### src/sv/emac_pkg.sv
`timescale 1ns / 1ps
`default_nettype none
// shared constants, types and microcode for the energy accumulator
package emac_pkg;

  localparam int NUM_CHANNELS   = 6;
  localparam int TICK_PERIOD_MS = 10;
  localparam int SEC_PER_HOUR   = 3600;
  localparam int CURRENT_SCALE  = 10;

  localparam int CH_W     = 3;
  localparam int CUR_W    = 16;
  localparam int TICK_W   = 32;
  localparam int VOLT_W   = 8;
  localparam int CNT_CFG_W = 3;
  localparam int ACC_W    = 64;
  localparam int RATE_W   = CUR_W + VOLT_W;
  localparam int PROD_W   = RATE_W + TICK_W;
  localparam int ENERGY_W = 32;

  localparam int CH_IDX_W = (NUM_CHANNELS > 1) ? $clog2(NUM_CHANNELS) : 1;
  localparam int N_W      = $clog2(NUM_CHANNELS + 1);

  localparam longint ENERGY_DIV = longint'(TICK_PERIOD_MS) * SEC_PER_HOUR * CURRENT_SCALE;
  localparam int REM_W      = $clog2(ENERGY_DIV);
  localparam int DIV_DIGIT_W = 8;
  localparam int DIV_STEPS  = ACC_W / DIV_DIGIT_W;
  localparam int DIV_CNT_W  = $clog2(DIV_STEPS);
  localparam int DIV_Y_W    = REM_W + DIV_DIGIT_W;
  localparam int DIV_SHIFT  = DIV_Y_W + REM_W;
  localparam int DIV_RECIP_W = DIV_SHIFT - REM_W + 1;
  localparam int DIV_MUL_W  = DIV_Y_W + DIV_RECIP_W;
  localparam longint DIV_RECIP = ((longint'(1) << DIV_SHIFT) + ENERGY_DIV - 1) / ENERGY_DIV;

  localparam int PADDR_W = 3;
  localparam int PDATA_W = 32;

  localparam logic [PADDR_W-1:0] REG_CHANNELS_IN_USE = 3'd0;
  localparam logic [PADDR_W-1:0] REG_SUPPLY_VOLTAGE  = 3'd4;

  localparam logic [CNT_CFG_W-1:0] CHANNELS_RESET = 3'd1;
  localparam logic [VOLT_W-1:0]    VOLTAGE_RESET  = 8'd100;

  localparam logic REQ_SET_CURRENT = 1'b0;
  localparam logic REQ_UPDATE_ALL  = 1'b1;

  localparam int UPC_W = 3;

  typedef enum logic [2:0] {
    COND_NONE     = 3'd0,
    COND_ALWAYS   = 3'd1,
    COND_NO_START = 3'd2,
    COND_DIV_BUSY = 3'd3,
    COND_OUT_BUSY = 3'd4,
    COND_LAST     = 3'd5
  } cond_t;

  typedef struct packed {
    logic             in_rdy;
    logic             fetch;
    logic             mult;
    logic             credit;
    logic             div_step;
    logic             emit;
    logic             next_ch;
    cond_t            cond;
    logic [UPC_W-1:0] target;
  } uword_t;

  typedef struct packed {
    logic start;
    logic div_busy;
    logic out_busy;
    logic last_ch;
  } ustat_t;

  typedef struct packed {
    logic [CNT_CFG_W-1:0] channels_in_use;
    logic [VOLT_W-1:0]    supply_voltage;
  } cfg_t;

  localparam logic [UPC_W-1:0] UA_WAIT   = 3'd0;
  localparam logic [UPC_W-1:0] UA_FETCH  = 3'd1;
  localparam logic [UPC_W-1:0] UA_MULT   = 3'd2;
  localparam logic [UPC_W-1:0] UA_CREDIT = 3'd3;
  localparam logic [UPC_W-1:0] UA_DIV    = 3'd4;
  localparam logic [UPC_W-1:0] UA_EMIT   = 3'd5;
  localparam logic [UPC_W-1:0] UA_CHECK  = 3'd6;
  localparam logic [UPC_W-1:0] UA_NEXT   = 3'd7;

  function automatic uword_t ucode_rom(input logic [UPC_W-1:0] addr);
    uword_t w;
    w = '0;
    w.cond = COND_NONE;
    unique case (addr)
      UA_WAIT: begin
        w.in_rdy = 1'b1;
        w.cond   = COND_NO_START;
        w.target = UA_WAIT;
      end
      UA_FETCH:  w.fetch  = 1'b1;
      UA_MULT:   w.mult   = 1'b1;
      UA_CREDIT: w.credit = 1'b1;
      UA_DIV: begin
        w.div_step = 1'b1;
        w.cond     = COND_DIV_BUSY;
        w.target   = UA_DIV;
      end
      UA_EMIT: begin
        w.emit   = 1'b1;
        w.cond   = COND_OUT_BUSY;
        w.target = UA_EMIT;
      end
      UA_CHECK: begin
        w.cond   = COND_LAST;
        w.target = UA_WAIT;
      end
      UA_NEXT: begin
        w.next_ch = 1'b1;
        w.cond    = COND_ALWAYS;
        w.target  = UA_FETCH;
      end
      default: begin
        w.cond   = COND_ALWAYS;
        w.target = UA_WAIT;
      end
    endcase
    return w;
  endfunction

endpackage
`default_nettype wire

### src/sv/emac_if.sv
`timescale 1ns / 1ps
`default_nettype none
// item channel interfaces for requests and results
interface emac_in_if import emac_pkg::*; ();
  logic              valid;
  logic              ready;
  logic              req_type;
  logic [CH_W-1:0]   channel;
  logic [CUR_W-1:0]  current;
  logic [TICK_W-1:0] now_tick;

  modport source (output valid, req_type, channel, current, now_tick, input ready);
  modport sink   (input valid, req_type, channel, current, now_tick, output ready);
endinterface

interface emac_out_if import emac_pkg::*; ();
  logic                valid;
  logic                ready;
  logic [CH_W-1:0]     out_channel;
  logic [ENERGY_W-1:0] channel_energy;
  logic [CUR_W-1:0]    channel_current;
  logic [ENERGY_W-1:0] total_energy;
  logic                last;

  modport source (output valid, out_channel, channel_energy, channel_current,
                  total_energy, last, input ready);
  modport sink   (input valid, out_channel, channel_energy, channel_current,
                  total_energy, last, output ready);
endinterface
`default_nettype wire

### src/sv/multichannel_energy_accumulator_core.sv
`timescale 1ns / 1ps
`default_nettype none
// top level of the multichannel energy accumulator
// each accepted item runs fetch, multiply, credit, the byte-serial divider (8 digits)
// and emit per credited channel; an update-all item makes one pass per channel in use.
// no new item is taken until the sequence is back in wait; emit stalls on out_ch.ready
// reset: synchronous active-low rst_n clears accumulators, tick stamps, currents,
// sets channels_in_use to 1 and supply_voltage to 100
module multichannel_energy_accumulator_core
  import emac_pkg::*;
(
  input  wire logic               clk,
  input  wire logic               rst_n,
  emac_in_if.sink                 in_ch,
  emac_out_if.source              out_ch,
  input  wire logic               psel,
  input  wire logic               penable,
  input  wire logic               pwrite,
  input  wire logic [PADDR_W-1:0] paddr,
  input  wire logic [PDATA_W-1:0] pwdata,
  output logic      [PDATA_W-1:0] prdata,
  output logic                    pready
);

  cfg_t   cfg;
  uword_t uword;
  ustat_t stat;

  emac_cfg_regs u_cfg (
    .clk     (clk),
    .rst_n   (rst_n),
    .psel    (psel),
    .penable (penable),
    .pwrite  (pwrite),
    .paddr   (paddr),
    .pwdata  (pwdata),
    .prdata  (prdata),
    .pready  (pready),
    .cfg     (cfg)
  );

  emac_useq u_useq (
    .clk   (clk),
    .rst_n (rst_n),
    .stat  (stat),
    .uword (uword)
  );

  emac_datapath u_dp (
    .clk    (clk),
    .rst_n  (rst_n),
    .cfg    (cfg),
    .uword  (uword),
    .stat   (stat),
    .in_ch  (in_ch),
    .out_ch (out_ch)
  );

endmodule
`default_nettype wire

### src/sv/emac_cfg_regs.sv
`timescale 1ns / 1ps
`default_nettype none
// apb configuration registers
module emac_cfg_regs
  import emac_pkg::*;
(
  input  wire logic               clk,
  input  wire logic               rst_n,
  input  wire logic               psel,
  input  wire logic               penable,
  input  wire logic               pwrite,
  input  wire logic [PADDR_W-1:0] paddr,
  input  wire logic [PDATA_W-1:0] pwdata,
  output logic      [PDATA_W-1:0] prdata,
  output logic                    pready,
  output cfg_t                    cfg
);

  cfg_t cfg_r, cfg_nxt;
  logic wr_en;
  logic [PADDR_W-1:0] reg_addr;

  assign pready   = 1'b1;
  assign wr_en    = psel && penable && pwrite;
  assign reg_addr = {paddr[PADDR_W-1:2], 2'b00};

  always_comb begin
    cfg_nxt = cfg_r;
    if (wr_en) begin
      unique case (reg_addr)
        REG_CHANNELS_IN_USE: cfg_nxt.channels_in_use = pwdata[CNT_CFG_W-1:0];
        REG_SUPPLY_VOLTAGE:  cfg_nxt.supply_voltage  = pwdata[VOLT_W-1:0];
        default: ;
      endcase
    end
  end

  always_comb begin
    unique case (reg_addr)
      REG_CHANNELS_IN_USE: prdata = PDATA_W'(cfg_r.channels_in_use);
      REG_SUPPLY_VOLTAGE:  prdata = PDATA_W'(cfg_r.supply_voltage);
      default:             prdata = '0;
    endcase
  end

  always_ff @(posedge clk) begin
    if (!rst_n) begin
      cfg_r.channels_in_use <= CHANNELS_RESET;
      cfg_r.supply_voltage  <= VOLTAGE_RESET;
    end else begin
      cfg_r <= cfg_nxt;
    end
  end

  assign cfg = cfg_r;

endmodule
`default_nettype wire

### src/sv/emac_useq.sv
`timescale 1ns / 1ps
`default_nettype none
// microcode sequencer: step counter, control rom and conditional jumps
module emac_useq
  import emac_pkg::*;
(
  input  wire logic   clk,
  input  wire logic   rst_n,
  input  wire ustat_t stat,
  output uword_t      uword
);

  logic [UPC_W-1:0] upc_r, upc_nxt;
  logic             take;

  assign uword = ucode_rom(upc_r);

  always_comb begin
    case (uword.cond)
      COND_NONE:     take = 1'b0;
      COND_ALWAYS:   take = 1'b1;
      COND_NO_START: take = !stat.start;
      COND_DIV_BUSY: take = stat.div_busy;
      COND_OUT_BUSY: take = stat.out_busy;
      COND_LAST:     take = stat.last_ch;
      default:       take = 1'b1;
    endcase
    upc_nxt = take ? uword.target : upc_r + UPC_W'(1);
  end

  always_ff @(posedge clk) begin
    if (!rst_n) begin
      upc_r <= UA_WAIT;
    end else begin
      upc_r <= upc_nxt;
    end
  end

endmodule
`default_nettype wire

### src/sv/emac_datapath.sv
`timescale 1ns / 1ps
`default_nettype none
// channel state, multipliers, accumulator, divider and result register
module emac_datapath
  import emac_pkg::*;
(
  input  wire logic   clk,
  input  wire logic   rst_n,
  input  wire cfg_t   cfg,
  input  wire uword_t uword,
  output ustat_t      stat,
  emac_in_if.sink     in_ch,
  emac_out_if.source  out_ch
);

  localparam logic [DIV_RECIP_W-1:0] DIV_M = DIV_RECIP_W'(DIV_RECIP);
  localparam logic [DIV_Y_W-1:0]     DIV_C = DIV_Y_W'(ENERGY_DIV);

  logic [ACC_W-1:0]  acc_r   [NUM_CHANNELS];
  logic [TICK_W-1:0] tick_r  [NUM_CHANNELS];
  logic [CUR_W-1:0]  held_r  [NUM_CHANNELS];

  logic                req_r;
  logic [CUR_W-1:0]    cur_r;
  logic [TICK_W-1:0]   now_r;
  logic [CH_IDX_W-1:0] idx_r;
  logic [RATE_W-1:0]   rate_r;
  logic [TICK_W-1:0]   dt_r;
  logic [PROD_W-1:0]   prod_r;
  logic [ACC_W-1:0]    dvd_r;
  logic [REM_W-1:0]    rem_r;
  logic [ENERGY_W-1:0] quot_r;
  logic [DIV_CNT_W-1:0] cnt_r;
  logic [DIV_DIGIT_W-1:0] qd_r;
  logic                div_ph_r;
  logic [ENERGY_W-1:0] total_r;

  logic                out_valid_r;
  logic [CH_W-1:0]     out_ch_r;
  logic [ENERGY_W-1:0] out_energy_r;
  logic [CUR_W-1:0]    out_cur_r;
  logic [ENERGY_W-1:0] out_total_r;
  logic                out_last_r;

  logic                fire, ch_ok, start, out_busy, load_out, last_ch;
  logic [N_W-1:0]      n_eff;
  logic [ACC_W-1:0]    acc_sum;
  logic [ENERGY_W-1:0] total_sum;
  logic [DIV_Y_W-1:0]  div_y, div_rem;
  logic [DIV_MUL_W-1:0] div_prod;

  assign n_eff = (32'(cfg.channels_in_use) > NUM_CHANNELS) ? N_W'(NUM_CHANNELS)
                                                           : N_W'(cfg.channels_in_use);
  assign in_ch.ready = uword.in_rdy;
  assign fire  = in_ch.valid && uword.in_rdy;
  assign ch_ok = 32'(in_ch.channel) < NUM_CHANNELS;
  assign start = fire && ((in_ch.req_type == REQ_UPDATE_ALL) ? (n_eff != '0) : ch_ok);

  assign last_ch  = (req_r == REQ_SET_CURRENT) || ((N_W'(idx_r) + N_W'(1)) == n_eff);
  assign out_busy = out_valid_r && !out_ch.ready;
  assign load_out = uword.emit && !out_busy;

  assign stat.start    = start;
  assign stat.div_busy = !(div_ph_r && (cnt_r == DIV_CNT_W'(DIV_STEPS - 1)));
  assign stat.out_busy = out_busy;
  assign stat.last_ch  = last_ch;

  assign acc_sum   = acc_r[idx_r] + ACC_W'(prod_r);
  assign total_sum = total_r + quot_r;

  // each quotient byte takes a reciprocal estimate step, then a remainder step
  assign div_y    = {rem_r, dvd_r[ACC_W-1 -: DIV_DIGIT_W]};
  assign div_prod = DIV_MUL_W'(div_y) * DIV_MUL_W'(DIV_M);
  assign div_rem  = div_y - DIV_Y_W'(qd_r) * DIV_C;

  always_ff @(posedge clk) begin
    if (fire) begin
      req_r <= in_ch.req_type;
      cur_r <= in_ch.current;
      now_r <= in_ch.now_tick;
      idx_r <= (in_ch.req_type == REQ_UPDATE_ALL) ? '0 : CH_IDX_W'(in_ch.channel);
      total_r <= '0;
    end else begin
      if (uword.next_ch) idx_r <= idx_r + CH_IDX_W'(1);
      if (load_out) total_r <= total_sum;
    end
    if (uword.fetch) begin
      rate_r <= RATE_W'(held_r[idx_r]) * RATE_W'(cfg.supply_voltage);
      dt_r   <= now_r - tick_r[idx_r];
    end
    if (uword.mult) prod_r <= PROD_W'(rate_r) * PROD_W'(dt_r);
    if (uword.credit) begin
      dvd_r    <= acc_sum;
      rem_r    <= '0;
      cnt_r    <= '0;
      div_ph_r <= 1'b0;
    end else if (uword.div_step) begin
      if (!div_ph_r) begin
        qd_r     <= div_prod[DIV_SHIFT +: DIV_DIGIT_W];
        div_ph_r <= 1'b1;
      end else begin
        dvd_r    <= {dvd_r[ACC_W-DIV_DIGIT_W-1:0], {DIV_DIGIT_W{1'b0}}};
        rem_r    <= div_rem[REM_W-1:0];
        quot_r   <= {quot_r[ENERGY_W-DIV_DIGIT_W-1:0], qd_r};
        cnt_r    <= cnt_r + DIV_CNT_W'(1);
        div_ph_r <= 1'b0;
      end
    end
    if (load_out) begin
      out_ch_r     <= CH_W'(idx_r);
      out_energy_r <= quot_r;
      out_cur_r    <= held_r[idx_r];
      out_total_r  <= (last_ch && (req_r == REQ_UPDATE_ALL)) ? total_sum : '0;
      out_last_r   <= last_ch;
    end
  end

  always_ff @(posedge clk) begin
    if (!rst_n) begin
      for (int i = 0; i < NUM_CHANNELS; i++) begin
        acc_r[i]  <= '0;
        tick_r[i] <= '0;
        held_r[i] <= '0;
      end
    end else if (uword.credit) begin
      acc_r[idx_r]  <= acc_sum;
      tick_r[idx_r] <= now_r;
      if (req_r == REQ_SET_CURRENT) held_r[idx_r] <= cur_r;
    end
  end

  always_ff @(posedge clk) begin
    if (!rst_n) begin
      out_valid_r <= 1'b0;
    end else if (load_out) begin
      out_valid_r <= 1'b1;
    end else if (out_ch.ready) begin
      out_valid_r <= 1'b0;
    end
  end

  assign out_ch.valid           = out_valid_r;
  assign out_ch.out_channel     = out_ch_r;
  assign out_ch.channel_energy  = out_energy_r;
  assign out_ch.channel_current = out_cur_r;
  assign out_ch.total_energy    = out_total_r;
  assign out_ch.last            = out_last_r;

endmodule
`default_nettype wire

### src/flat_wrapper.sv
// flat-port wrapper written by rule: the top's interface ports become plain ports
module multichannel_energy_accumulator_core_flat import emac_pkg::*;
  (clk, rst_n, psel, penable, pwrite, paddr, pwdata, prdata, pready, in_ch_valid, in_ch_req_type, in_ch_channel, in_ch_current, in_ch_now_tick, in_ch_ready, out_ch_valid, out_ch_out_channel, out_ch_channel_energy, out_ch_channel_current, out_ch_total_energy, out_ch_last, out_ch_ready);
  emac_in_if in_ch_i ();
  emac_out_if out_ch_i ();
  input  wire logic clk;
  input  wire logic rst_n;
  input  wire logic psel;
  input  wire logic penable;
  input  wire logic pwrite;
  input  wire logic [PADDR_W-1:0] paddr;
  input  wire logic [PDATA_W-1:0] pwdata;
  output logic      [PDATA_W-1:0] prdata;
  output logic pready;
  input wire logic [$bits(in_ch_i.valid)-1:0] in_ch_valid;
  input wire logic [$bits(in_ch_i.req_type)-1:0] in_ch_req_type;
  input wire logic [$bits(in_ch_i.channel)-1:0] in_ch_channel;
  input wire logic [$bits(in_ch_i.current)-1:0] in_ch_current;
  input wire logic [$bits(in_ch_i.now_tick)-1:0] in_ch_now_tick;
  output wire logic [$bits(in_ch_i.ready)-1:0] in_ch_ready;
  output wire logic [$bits(out_ch_i.valid)-1:0] out_ch_valid;
  output wire logic [$bits(out_ch_i.out_channel)-1:0] out_ch_out_channel;
  output wire logic [$bits(out_ch_i.channel_energy)-1:0] out_ch_channel_energy;
  output wire logic [$bits(out_ch_i.channel_current)-1:0] out_ch_channel_current;
  output wire logic [$bits(out_ch_i.total_energy)-1:0] out_ch_total_energy;
  output wire logic [$bits(out_ch_i.last)-1:0] out_ch_last;
  input wire logic [$bits(out_ch_i.ready)-1:0] out_ch_ready;
  assign in_ch_i.valid = in_ch_valid;
  assign in_ch_i.req_type = in_ch_req_type;
  assign in_ch_i.channel = in_ch_channel;
  assign in_ch_i.current = in_ch_current;
  assign in_ch_i.now_tick = in_ch_now_tick;
  assign in_ch_ready = in_ch_i.ready;
  assign out_ch_valid = out_ch_i.valid;
  assign out_ch_out_channel = out_ch_i.out_channel;
  assign out_ch_channel_energy = out_ch_i.channel_energy;
  assign out_ch_channel_current = out_ch_i.channel_current;
  assign out_ch_total_energy = out_ch_i.total_energy;
  assign out_ch_last = out_ch_i.last;
  assign out_ch_i.ready = out_ch_ready;
  multichannel_energy_accumulator_core u_core (.clk(clk), .rst_n(rst_n), .in_ch(in_ch_i), .out_ch(out_ch_i), .psel(psel), .penable(penable), .pwrite(pwrite), .paddr(paddr), .pwdata(pwdata), .prdata(prdata), .pready(pready));
endmodule
### config.mk
export PLATFORM = sky130hd
export DESIGN_NAME = multichannel_energy_accumulator_core_flat
export DESIGN_NICKNAME = d
export VERILOG_FILES = /design/src/sv/emac_pkg.sv /design/src/sv/emac_if.sv /design/src/sv/multichannel_energy_accumulator_core.sv /design/src/sv/emac_cfg_regs.sv /design/src/sv/emac_useq.sv /design/src/sv/emac_datapath.sv /design/src/flat_wrapper.sv
export SDC_FILE = /design/constraint.sdc
export NUM_CORES = 2
export LEC_CHECK = 0
export BUFFER_PORTS_ARGS = -buffer_cell sky130_fd_sc_hd__buf_2
export CORE_UTILIZATION = 44
export CTS_CLUSTER_SIZE = 12
export DETAILED_ROUTE_END_ITERATION = 8
export HOLD_SLACK_MARGIN = 0.12
export PLACE_DENSITY = 0.57
export SETUP_SLACK_MARGIN = 0.02
export SYNTH_ARGS = -nofsm -noshare
export SYNTH_HDL_FRONTEND = slang
export SYNTH_HIERARCHICAL = 1
export SYNTH_SLANG_ARGS = --single-unit
### constraint.sdc
create_clock -name clk -period 14.5 [get_ports clk]
set_input_delay 0 -clock clk [delete_from_list [all_inputs] [get_ports clk]]
set_output_delay 0 -clock clk [all_outputs]
set_load 0.01 [all_outputs]
==> results.ini <==
[floorplanning]
start_util_pct=44.4
die_y_um=482
pin_count=213
die-area_um2=232000
rows=175
die_w_um=482
coreArea_um2=228000

[layout]
fin_nets=10717
multiInputGateArea_um2=55000
area_delta_synth_final_pct=9.87
post-route-util_pct=48.8
layout_commonest_cell=inv_1
drive_gt1_share_pct=9.94
fill_cells=20300
layout_common_cells=inv_1 (1551), edfxtp_1 (1248), fa_1 (1121)
ff_latch_area_um2=38900

[logic_synthesis]
synthCells=8657
synthesis.area_um2=101000
yosysWarnings=6
synth_area_per_cell_um2=11.7

[worst_setup_path]
rr_endpoint=u_core/u_dp/prod_r[54]
crit_top_cell=fa_1
path_class=flip-flop to flip-flop
cp-start-kind=flip-flop
critPathArrivalTime_ns=8.89
crit_path_cell_trace=buf_4, and2_1, fa_1, fa_1, inv_1, fa_1, fa_1, inv_1, fa_1, fa_1, inv_1, fa_1, inv_1, ha_1, a21oi_1, nand2_1, o21ai_0, nand3_1, a211oi_1, o21ai_0, a211oi_1, o21ai_0, xor2_1
crit_start=u_core/u_dp/rate_r[0]
r2r_cells=23
critPathRequiredTime_ns=15.05
r2r_slack_ns=6.16
slowest_delay_ns=0.70
r2r-start=u_core/u_dp/rate_r[0]
cp-end-kind=flip-flop
cp-endpoint=u_core/u_dp/prod_r[54]
slowest_stage=a211oi_1
crit_fanout=22

[sta]
final.setup.tns_ns=0
drv_slew=0
max_slew_margin_pct=20.7
grt_setup_unrepaired=no
finalHoldViolations=0
post-route-min-period_ns=8.34
fin_ws_ns=6.16
fin_skew_ns=0.0327
max_freq_ghz=0.120
worstMarginPinSlew_ns=1.18
report.final.setup_viol=0
holdWs_ns=0.284
period_share_pct=57.5

[grt]
antenna_found_initial=16
grt_max_degree=88
grt_pass1_vias=68035
grt-ovfl-total=0
track_usage_pct=23.7
grt_pass1_wl_um=413000

[clock_network]
cts_setup_buffers=0
clkLatencyLatePin_ns=0.82
clk_path_buf_depth=3
cts_tree=built
cts_resized=0
htreeDepth=4
clock-sinks=1321
cts_buffers=144
cts_root_buffer=clkbuf_16
clk_pin_slew_worst_paths_ns=0.06

[placement]
place_congestion=0.905
dp_slack_ns=6.36
hpwl_um=192000
portBuffers=161

[status]
status=finished clean

[job]
cap_violations=0

[hold_path]
hold_class=input pin to flip-flop

[detailed_routing]
vias_per_cell=5.39
drc=0
antenna_left=0
drt_first_pass_iters=6
wl_per_cell_um=22.5
drt_iter0_drc=4815
vias=64502
routed_wirelength_um=270000

how the worst min path moves through the flow:
stage	from	to	slack, ns	cells after the start
after floorplan	in_ch_current[0]	u_core/u_dp/cur_r[0]	0.1	0
after global placement	in_ch_now_tick[23]	u_core/u_dp/now_r[23]	0.18	1
after detailed placement	in_ch_current[11]	u_core/u_dp/cur_r[11]	0.18	1
after CTS	pwrite	u_core/u_cfg/cfg[9]	0.17	4
after global routing	in_ch_req_type	u_core/u_dp/idx_r[0]	0.26	4
final	in_ch_valid	u_core/u_dp/total_r[28]	0.28	6
final cells by class:
class,instances,area share [%]
multi-input combinational,5406,49.5
sequential,1321,35.0
inverter,1554,5.25
clock buffer,188,3.50
tap,3009,3.39
timing repair buffer,428,2.86
clock inverter,55,0.494
antenna,4,0.00900
state kept, by name, summed over array words and instances (netlist names), 56 cells and up, named ones only:
register            flops
u_core/u_dp/tick_r    256
u_core/u_dp/held_r    128
u_core/u_dp/dvd_r      64
u_core/u_dp/acc_r     512
u_core/u_dp/prod_r     56
per-layer routing:
layer  vias to the layer above  share of wire [%]  track usage [%]
met3                       332                5.8             3.02
met4                         2                2.6             6.47
li1                      28706                  -                -
met2                      1888                 48             38.6
met1                     33574                 44             33.4
met5                         -             0.0048                0
per-stage QoR:
stage / cell area, µm² / std cells
finish: 111000 / 11965
global route: 111000 / 11962
CTS: 111000 / 11961
detailed placement: 105000 / 11573
global placement: 105000 / 11573
floorplan: 101000 / 8680
critical path, delay by kind of cell (launching register included):
family / cells / cell delay (ns)
fa+ha+maj: 8 / 3.96
compound gates: 6 / 2.30
xor+xnor: 1 / 0.17
simple gates: 3 / 0.58
buf+inv: 5 / 0.53
flops: 1 / 0.56
timing repair:
| action | 4_1_cts | 5_1_grt |
|---|---|---|
| hold endpoints to repair | 102 | 0 |
| setup endpoints to repair | 0 | 0 |
| hold buffers | 145 | 0 |
Power is not shown: default switching activity piles up to over one toggle a cycle in this logic, so the estimate is an artifact.
